[src/hdl/dq_pkg.sv]
// Shared types, sizes and ring-index helpers for the double-ended queue.
package dq_pkg;

  localparam int DEPTH      = 16;
  localparam int VALUE_BITS = 32;
  localparam int IDX_W      = (DEPTH > 1) ? $clog2(DEPTH) : 1;
  localparam int CNT_W      = $clog2(DEPTH + 1);
  localparam int OP_W       = 3;
  localparam int STATUS_W   = 2;
  localparam int IN_W       = ((OP_W + VALUE_BITS + 7) / 8) * 8;
  localparam int OUT_RAW_W  = STATUS_W + 2 * VALUE_BITS + 1 + CNT_W;
  localparam int OUT_W      = ((OUT_RAW_W + 7) / 8) * 8;

  typedef logic [IDX_W-1:0]      idx_t;
  typedef logic [CNT_W-1:0]      cnt_t;
  typedef logic [VALUE_BITS-1:0] val_t;

  typedef enum logic [OP_W-1:0] {
    OP_PUSH_BACK  = 3'd0,
    OP_PUSH_FRONT = 3'd1,
    OP_POP_FRONT  = 3'd2,
    OP_POP_BACK   = 3'd3,
    OP_REVERSE    = 3'd4
  } op_t;

  typedef enum logic [STATUS_W-1:0] {
    ST_OK        = 2'd0,
    ST_OVERFLOW  = 2'd1,
    ST_UNDERFLOW = 2'd2
  } status_t;

  typedef enum logic [1:0] {
    S_IDLE,
    S_RD_HEAD,
    S_RD_TAIL,
    S_DONE
  } state_t;

  typedef struct packed {
    logic we;
    idx_t waddr;
    val_t wdata;
    logic re;
    idx_t raddr;
  } ram_req_t;

  typedef struct packed {
    cnt_t    count;
    logic    empty;
    val_t    back;
    val_t    front;
    status_t status;
  } res_t;

  // a + b modulo DEPTH, with a < DEPTH and b <= DEPTH
  function automatic idx_t ring_add(idx_t a, cnt_t b);
    logic [CNT_W:0] s;
    s = {{(CNT_W + 1 - IDX_W){1'b0}}, a} + {1'b0, b};
    if (s >= (CNT_W + 1)'(DEPTH)) begin
      s = s - (CNT_W + 1)'(DEPTH);
    end
    return s[IDX_W-1:0];
  endfunction

  function automatic idx_t ring_dec(idx_t a);
    return (a == '0) ? IDX_W'(DEPTH - 1) : a - IDX_W'(1);
  endfunction

endpackage

[src/hdl/dq_ram.sv]
// Generic single-write, single-read RAM with registered read data.
module dq_ram #(
  parameter int WIDTH = 32,
  parameter int DEPTH = 16
) (
  input  logic                                 clk,
  input  logic                                 we,
  input  logic [(DEPTH > 1 ? $clog2(DEPTH) : 1)-1:0] waddr,
  input  logic [WIDTH-1:0]                     wdata,
  input  logic                                 re,
  input  logic [(DEPTH > 1 ? $clog2(DEPTH) : 1)-1:0] raddr,
  output logic [WIDTH-1:0]                     rdata
);

  logic [WIDTH-1:0] mem [DEPTH];

  always_ff @(posedge clk) begin
    if (we) begin
      mem[waddr] <= wdata;
    end
    if (re) begin
      rdata <= mem[raddr];
    end
  end

endmodule

[src/hdl/dq_ctrl.sv]
// Head/count/direction state, operation decode and the read sequencer.
module dq_ctrl (
  input  logic                   clk,
  input  logic                   rst_n,
  input  logic                   in_tvalid,
  output logic                   in_tready,
  input  logic [dq_pkg::IN_W-1:0] in_tdata,
  input  dq_pkg::val_t           ram_rdata,
  output dq_pkg::ram_req_t       ram_req,
  input  logic                   res_free,
  output logic                   res_load,
  output dq_pkg::res_t           res
);
  import dq_pkg::*;

  state_t  state_r, state_nxt;
  idx_t    head_r, head_nxt;
  cnt_t    count_r, count_nxt;
  logic    rev_r, rev_nxt;
  status_t status_r, status_nxt;
  val_t    head_val_r;

  op_t  op;
  val_t val;
  logic accept;
  logic full;
  logic at_head;
  logic do_write;
  idx_t wr_addr;

  assign op     = op_t'(in_tdata[OP_W-1:0]);
  assign val    = in_tdata[OP_W +: VALUE_BITS];
  assign accept = in_tvalid && in_tready;
  assign full   = (count_r == CNT_W'(DEPTH));

  // next-state decode of the queue pointers
  always_comb begin
    head_nxt   = head_r;
    count_nxt  = count_r;
    rev_nxt    = rev_r;
    status_nxt = status_r;
    at_head    = 1'b0;
    do_write   = 1'b0;
    wr_addr    = ring_add(head_r, count_r);
    if (accept) begin
      status_nxt = ST_OK;
      case (op)
        OP_PUSH_BACK, OP_PUSH_FRONT: begin
          at_head = (op == OP_PUSH_FRONT) ^ rev_r;
          if (full) begin
            status_nxt = ST_OVERFLOW;
          end else begin
            do_write  = 1'b1;
            count_nxt = count_r + CNT_W'(1);
            if (at_head) begin
              wr_addr  = ring_dec(head_r);
              head_nxt = ring_dec(head_r);
            end
          end
        end
        OP_POP_FRONT, OP_POP_BACK: begin
          at_head = (op == OP_POP_FRONT) ^ rev_r;
          if (count_r == '0) begin
            status_nxt = ST_UNDERFLOW;
          end else begin
            count_nxt = count_r - CNT_W'(1);
            if (at_head) begin
              head_nxt = ring_add(head_r, CNT_W'(1));
            end
          end
        end
        OP_REVERSE: rev_nxt = ~rev_r;
        default: ;
      endcase
    end
  end

  // next state
  always_comb begin
    state_nxt = state_r;
    case (state_r)
      S_IDLE:    if (in_tvalid) state_nxt = S_RD_HEAD;
      S_RD_HEAD: state_nxt = S_RD_TAIL;
      S_RD_TAIL: state_nxt = S_DONE;
      S_DONE:    if (res_free) state_nxt = S_IDLE;
      default:   state_nxt = S_IDLE;
    endcase
  end

  // outputs
  always_comb begin
    in_tready     = 1'b0;
    res_load      = 1'b0;
    ram_req.we    = 1'b0;
    ram_req.waddr = wr_addr;
    ram_req.wdata = val;
    ram_req.re    = 1'b0;
    ram_req.raddr = head_r;
    case (state_r)
      S_IDLE: begin
        in_tready  = 1'b1;
        ram_req.we = accept && do_write;
      end
      S_RD_HEAD: ram_req.re = 1'b1;
      S_RD_TAIL: begin
        ram_req.re    = 1'b1;
        ram_req.raddr = ring_add(head_r, count_r - CNT_W'(1));
      end
      S_DONE: res_load = res_free;
      default: ;
    endcase
  end

  // tail data sits on the RAM output in S_DONE; it holds while no read is issued
  always_comb begin
    res.status = status_r;
    res.count  = count_r;
    res.empty  = (count_r == '0);
    if (count_r == '0) begin
      res.front = '0;
      res.back  = '0;
    end else if (rev_r) begin
      res.front = ram_rdata;
      res.back  = head_val_r;
    end else begin
      res.front = head_val_r;
      res.back  = ram_rdata;
    end
  end

  always_ff @(posedge clk) begin
    if (!rst_n) begin
      state_r  <= S_IDLE;
      head_r   <= '0;
      count_r  <= '0;
      rev_r    <= 1'b0;
      status_r <= ST_OK;
    end else begin
      state_r  <= state_nxt;
      head_r   <= head_nxt;
      count_r  <= count_nxt;
      rev_r    <= rev_nxt;
      status_r <= status_nxt;
    end
  end

  always_ff @(posedge clk) begin
    if (state_r == S_RD_TAIL) begin
      head_val_r <= ram_rdata;
    end
  end

endmodule

[src/hdl/deque_with_reverse.sv]
// Top level of the double-ended queue with constant-time reverse.
//
// Input channel in_*: one operation per item (push back, push front,
// pop front, pop back, reverse) with the value to push. Output channel
// out_*: one result per operation with status, front and back values,
// empty flag and entry count after the operation.
//
// Entries live in a 16-entry ring RAM; head index, count and direction
// flag live in registers. Each item passes through the accept step
// (pointer update and RAM write for a push), a head-slot read, a
// tail-slot read, and loading of the output register. The single RAM
// read port sets this sequence; a new item is accepted only after the
// last one has loaded the output register. The result shows on
// out_tvalid once the item has passed S_RD_HEAD, S_RD_TAIL and S_DONE.
//
// The output register lets the next item be accepted while a result
// waits. If the receiver stalls, the following item stops in its last
// step until the output register is free, and in_tready stays low.
// Reset empties the queue and clears reverse; no RAM clearing is needed.
module deque_with_reverse (
  input  logic                     clk,
  input  logic                     rst_n,
  input  logic                     in_tvalid,
  output logic                     in_tready,
  // [2:0] opcode, [34:3] push_value, rest zero
  input  logic [dq_pkg::IN_W-1:0]  in_tdata,
  output logic                     out_tvalid,
  input  logic                     out_tready,
  // [1:0] status, [33:2] front_value, [65:34] back_value,
  // [66] empty_flag, [71:67] entry_count
  output logic [dq_pkg::OUT_W-1:0] out_tdata
);
  import dq_pkg::*;

  ram_req_t ram_req;
  val_t     ram_rdata;
  logic     res_free;
  logic     res_load;
  res_t     res;

  logic out_valid_r, out_valid_nxt;
  res_t out_res_r;

  dq_ram #(
    .WIDTH (VALUE_BITS),
    .DEPTH (DEPTH)
  ) u_ram (
    .clk   (clk),
    .we    (ram_req.we),
    .waddr (ram_req.waddr),
    .wdata (ram_req.wdata),
    .re    (ram_req.re),
    .raddr (ram_req.raddr),
    .rdata (ram_rdata)
  );

  dq_ctrl u_ctrl (
    .clk       (clk),
    .rst_n     (rst_n),
    .in_tvalid (in_tvalid),
    .in_tready (in_tready),
    .in_tdata  (in_tdata),
    .ram_rdata (ram_rdata),
    .ram_req   (ram_req),
    .res_free  (res_free),
    .res_load  (res_load),
    .res       (res)
  );

  assign res_free = !out_valid_r || out_tready;

  always_comb begin
    out_valid_nxt = out_valid_r;
    if (res_load) begin
      out_valid_nxt = 1'b1;
    end else if (out_tready) begin
      out_valid_nxt = 1'b0;
    end
  end

  always_ff @(posedge clk) begin
    if (!rst_n) begin
      out_valid_r <= 1'b0;
    end else begin
      out_valid_r <= out_valid_nxt;
    end
  end

  always_ff @(posedge clk) begin
    if (res_load) begin
      out_res_r <= res;
    end
  end

  assign out_tvalid = out_valid_r;
  assign out_tdata  = OUT_W'(out_res_r);

endmodule

[config.mk]
export PLATFORM = sky130hd
export DESIGN_NAME = deque_with_reverse
export DESIGN_NICKNAME = d
export VERILOG_FILES = /design/src/hdl/dq_pkg.sv /design/src/hdl/dq_ram.sv /design/src/hdl/dq_ctrl.sv /design/src/hdl/deque_with_reverse.sv
export SDC_FILE = /design/constraint.sdc
export NUM_CORES = 1
export LEC_CHECK = 0
export ABC_AREA = 1
export BUFFER_PORTS_ARGS = -buffer_cell sky130_fd_sc_hd__buf_2
export CAP_MARGIN = 20
export CORE_UTILIZATION = 52
export CTS_BUF_LIST = sky130_fd_sc_hd__clkbuf_16
export DETAILED_ROUTE_END_ITERATION = 6
export PLACE_DENSITY = 0.69
export SETUP_SLACK_MARGIN = 0.15
export SLEW_MARGIN = 20
export SYNTH_ARGS = -nofsm -noshare
export SYNTH_HDL_FRONTEND = slang
export SYNTH_HIERARCHICAL = 1
export SYNTH_SLANG_ARGS = --single-unit
[constraint.sdc]
create_clock -name clk -period 4.1 [get_ports clk]
set_clock_uncertainty 0.2 [all_clocks]
set_input_delay 0.615 -clock clk [delete_from_list [all_inputs] [get_ports clk]]
set_output_delay 0.615 -clock clk [all_outputs]
set_load 0.05 [all_outputs]
* Word-level counts from Yosys, hierarchy flattened
Memories as Yosys holds them, arrays and structs flattened. A register that Yosys moved wholly into a read port is not among the register bits.
Cells that the tools add are included.
** Storage, ports and cells
- Register bits :: 119
- Latch bits :: 0
- Bits in writable memories :: 512
- ROM bits :: 0
- Input bits :: 44
- Output and inout bits :: 74
- Word-level logic and storage cells :: 94
- Memories kept :: 1
** Operators by class
- Add/subtract/negate cells :: 9
- Multipliers :: 0
- Divide/modulo/power cells :: 0
- $lt $le $gt $ge :: 3
- Equality and inequality tests :: 14
- Shifts and indexed selects :: 0
- Muxes and demuxes :: 35
- Bitwise logic cells :: 3
- Reduce and logical (&&, ||, !) cells :: 17
** Memory list
- u_ram.mem :: words 16, bits a word 32, rd ports 1, clocked after Yosys merged registers in 1, write ports 1, line dq_ram.sv:15 : logic [WIDTH-1:0] mem [DEPTH];
** Operators with widths (number)
- 2-to-1 mux 64 bit :: 1
- 2-to-1 mux 4 bit :: 13
- subtractor 4 x 1 -> 4 bit, second input constant :: 4
- adder 4 x 5 -> 6 bit :: 2
- >= comparator 6 x 5 -> 1 bit, second input constant :: 2
- 2-to-1 mux 1 bit :: 12
- 2-to-1 mux 5 bit :: 2
- case mux 5 bit (2 select lines) :: 1
- case mux 2 bit (4 select lines) :: 1
- case mux 4 bit (2 select lines) :: 1
- equality test 3 x 2 -> 1 bit, second input constant :: 2
- 2-to-1 mux 2 bit :: 3
- != test 2 x 1 -> 1 bit, second input constant :: 3
- != test 2 bit, second input constant :: 3
- AND reduction 6 bit :: 1
- OR reduction 2 bit :: 3
- adder 4 x 1 -> 5 bit, second input constant :: 1
- adder 5 x 1 -> 5 bit, second input constant :: 1
- equality test 5 bit, second input constant :: 1
- >= comparator 5 bit, second input constant :: 1
- zero test 5 bit :: 1
- subtractor 5 x 1 -> 5 bit, second input constant :: 1
- equality test 2 bit, second input constant :: 2
- zero test 4 bit :: 1
- 14 further kinds :: 18

* Longest topological paths before layout
- Depth in word-level cells :: 8
- Mapped depth :: 18
- Gate-level depth less buffers :: 16

* By module
The synthesis kept the hierarchy.
** By module, submodules not included
- dq_ram :: times used 1, cells an instance 2120, area each 23050.9 sq um, seq. area each 16335.7 sq um
- dq_ctrl :: times used 1, cells an instance 578, area each 3853.7 sq um, seq. area each 1241.2 sq um
- deque_with_reverse :: times used 1, cells an instance 78, area each 2208.4 sq um, seq. area each 2182.1 sq um

* Worst setup path after synthesis
Ideal clock, no wire load.
- Path kind :: register to register
- Start :: register u_ctrl.state_r[0]
- End :: memory u_ram.mem[12][0], enable pin
- Setup time :: 0.421 ns
- Data arrival time :: 3.218 ns
- Required time :: 3.479 ns
- Path slack :: 0.261 ns
- Stages on the path, launching flop included :: 9
- Buffers on the path :: 0
- Clock period less this slack :: 3.839 ns
- Cells stage by stage :: dfxtp_1 inv_1 ha_1 nand2_1 nor2_2 nand3_2 mux2i_1 nand3_1 nor2_1
** RTL lines
- start: declaration :: line dq_ctrl.sv:16 : state_t state_r, state_nxt;
- start signal: assignment :: line dq_ctrl.sv:139 : state_r <= state_nxt;
- end: declaration :: line dq_ram.sv:15

==> metrics.md <==
| Metric | Value |
|---|---|
| Cell area power density | approximately 640 mW/mm^2 |
| Register share of total power | 41.4% |
| Clk pwr share | between 20% and 30% |
| DRC | 0 |
| Core ar. | ~0.055 sq mm |
| Combinational share of power | between 20% and 30% |
| Syn. warnings | 6 |
| Post-layout util | approximately three fifths |
| Sequential-to-total area share from yosys stat | around two thirds |
| M3 GR Usage | under 10% |
| Starting Density | a little over half |
| Fillers | 4,390 |
| Pwr Total | 20,690 uW |
| Clk Latency, worst-skew pair | approximately 0.61 ns |
| Max-slew violations | 0 |
| Clock slew at reported path FFs | 0.05 ns |
| Post-synth EDFFs | about 650 |
| Tmin final | roughly 3.4 ns |
| Gr busiest metal | met2 |
| Hold-fix buffers at CTS | 0 |
| Aggregate global routing overflow | 0 |
| Min-delay worst type | in2reg |
| Number of buffers on the longest clock path | 3 |
| Total Die Area | between 0.05 and 0.06 sq mm |
| First-pass GRT wire length | about 97 mm |
| CTS Buf Count | a little under 70 |
| Synth cell types | 37 |
| Synth area leaders | edfxtp_1, nand2_1, nand3_1 |
| DR vias/cell | between 5 and 6 |
| Post-CTS sizing | 0 |
| Detailed Place HPWL | approximately 34 mm |
| GR met2 Demand/Resource | between 30% and 40% |
| Leakage | about 0.014 uW |
| Clk sinks | roughly 660 |
| Critical R2R Capture | u_ram/mem[13][30] |
| Via count | approximately 19k |
| Most frequent cell after synthesis | nand2_1 |
| Outcome | finished, final reports clean |
| Worst EP required | roughly 4.2 ns |
| Iteration-0 DRC Markers | roughly 1.4k |
| Sw Share | a little over a third |
| GRT Total Usage | between 20 and 25% |
| Cell internal pwr | 13,480 uW |
| Routability Congestion | 0.8182 |
| Crit start category | register |
| Crit share post-route | 82.93% |
| Largest net degree at the start of global routing | ~180 |
| Crit Path Max Fanout | 11 |
| Post-Synthesis Cells | roughly 2.8k |
| DR pass1 iterations | 7 |
| Fin. Hold Viols | 0 |
| DIE WIDTH | approximately 240 microns |
| Critical Path Start | u_ctrl/count_r[0] |
| TritonCTS clock tree | built |
| Final setup vio count | 0 |
| Critical path class | reg2reg |
| RSZ-0062 raised after global routing | no |
| Syn nets | 2,835 |
| Tightest Pin Transition | 0.9186 ns |
| Max_cap viols | 0 |
| Max VDD drop | approximately 600 uV |
| Initial antenna violation count | 3 |
| Fmax | about 290 MHz |
| Setup TNS Final | 0 ns |
| Setup WS pre-CTS | roughly 0.64 ns |
| Element type at the critical path end | register |
| Row count | 86 |
| Synth top cells by count | nand2_1, edfxtp_1, inv_1 |
| Fin worst setup slack | 0.6997 ns |
| H-tree levels | 3 |
| Nets | approximately 2.9k |
| Psw | slightly above 7000 uW |
| Synthesized area | 0.02911 sq mm |
| Synth Flop Type | edfxtp_1 |
| Number of I/O port buffers | around 110 |
| Routed len/inst | about 17 microns |
| Critical R2R Launch | u_ctrl/count_r[0] |
| Yosys top cell by area | edfxtp_1 |
| Synthesis-stage register bit count | between 600 and 700 |
| WL final | 61.81 mm |
| Layout area overhead | 11.54% |
| Synth async-reset ratio | 0% |
| Worst r2r path cells | 8 |
| Met1 global-route usage | between 20% and 30% |
| Root Buffer | clkbuf_16 |
| Layout cells sized above 1 | 10.46% |
| Worst setup path endpoint | u_ram/mem[13][30] |
| Post-CTS Setup Bufs | 0 |
| Syn Area/Cell | between 10 and 15 sq um |
| Worst slew margin | around two fifths |
| Antenna-violating nets left | 0 |
| Top cell type's share of synthesized area | around 67% |
| Die Ht | roughly 240 microns |
| I/O pins | 118 |
| R2R setup slack | between 0.6 and 0.7 ns |
| Arrival time worst endpoint | approximately 3.5 ns |
| Vias in the first global route | between 15k and 20k |
kinds of logic (layout without fill, tap and decap cells):
kind of cell | after synthesis | after routing | share of synthesized area (%)
fa+ha+maj | 15 | 15 | 0.6963
xor+xnor | 9 | 9 | 0.2707
simple gates | 1313 | 1313 | 19.04
mux | 2 | 2 | 0.06877
buf+inv | 681 | 793 | 10.40
flops | 663 | 663 | 67.87
compound gates | 93 | 93 | 1.646
other cells | 0 | 4 | 0
cell type report:
type | count | area [sq um] | share of cell area (%)
flip-flops and latches | 663 | 19760 | 60.85
multi-input cells | 1432 | 6481 | 19.96
inverters | 518 | 1954 | 6.018
clock buffers | 70 | 1752 | 5.394
repair buffers | 159 | 1189 | 3.660
well taps | 748 | 935.9 | 2.882
clock inverters | 46 | 391.6 | 1.206
diodes | 4 | 10.01 | 0.03082
stage by stage:
step           area (sq um)  hold slack (ns)  cells
2_1_floorplan         29110           0.2030   2776
4_1_cts               32460          0.08818   3636
3_5_place_dp          30320           0.2290   3520
6_report              32470           0.1133   3640
5_1_grt               32470           0.1106   3639
3_3_place_gp          30320           0.2156   3520
registers in the layout, indices dropped and copies added, names as in the netlist:
| name | flops |
|---|---|
| u_ram/rdata | 32 |
| u_ctrl/head_r | 4 |
| u_ctrl/rev_r | 1 |
| u_ram/mem | 512 |
| u_ctrl/head_val_r | 32 |
| u_ctrl/state_r | 2 |
| u_ctrl/status_r | 2 |
| out_tvalid | 1 |
| u_ctrl/count_r | 5 |
| out_tdata | 72 |
placed cells by master, fill, tap and decap left out, types with 3 or more instances in the layout:
master,count
buf_4,25
dfxtp_1,14
inv_1,516
xor2_1,5
bufinv_16,6
nor2_4,19
diode_2,4
inv_2,11
buf_2,112
clkbuf_16,70
nand2_1,849
nor2_1,25
clkinv_8,3
edfxtp_1,648
xnor2_1,4
ha_1,12
nand4_1,6
clkinv_2,12
nand3_1,401
o21ai_0,71
a21oi_1,7
buf_12,22
o21ai_1,7
clkinv_1,11
worst min-delay path by stage:
stage / from / endpoint / cells after the start
after global placement: u_ctrl/status_r[1] / out_tdata[1] / 0
after CTS: out_tready / out_tvalid / 4
final: out_tready / out_tvalid / 4
after global routing: out_tready / out_tvalid / 4
after floorplan: u_ctrl/status_r[0] / out_tdata[0] / 0
after detailed placement: u_ctrl/status_r[1] / out_tdata[1] / 0
power groups by stage:
| stage | Sequential (uW) | Combinational (uW) | Clock [uW] |
|---|---|---|---|
| 6_report | 8570 | 6180 | 5940 |
| 5_1_grt | 8620 | 6840 | 6320 |
| 4_1_cts | 8570 | 6170 | 6060 |
| 3_5_place_dp | 8710 | 6120 | 0 |
| 3_3_place_gp | 8680 | 5980 | 0 |
| 2_1_floorplan | 8930 | 4290 | 0 |
metal layers:
metal / wire length [microns] / part of all wire [%]
met1: 26350 / 43
met2: 29870 / 48
met5: 0 / 0
met4: 1708 / 2.8
met3: 3884 / 6.3
critical path, cell delays in order, from the launching register on:
cell and delay, ns:
dfxtp_1 0.46, inv_1 0.16, ha_1 0.34, nand3_2 0.15, nand3_2 0.19, mux2i_1 0.37, nand3_1 0.39, nor2_4 0.56
buf_4 0.28
Power figures use the tool's default switching activity.
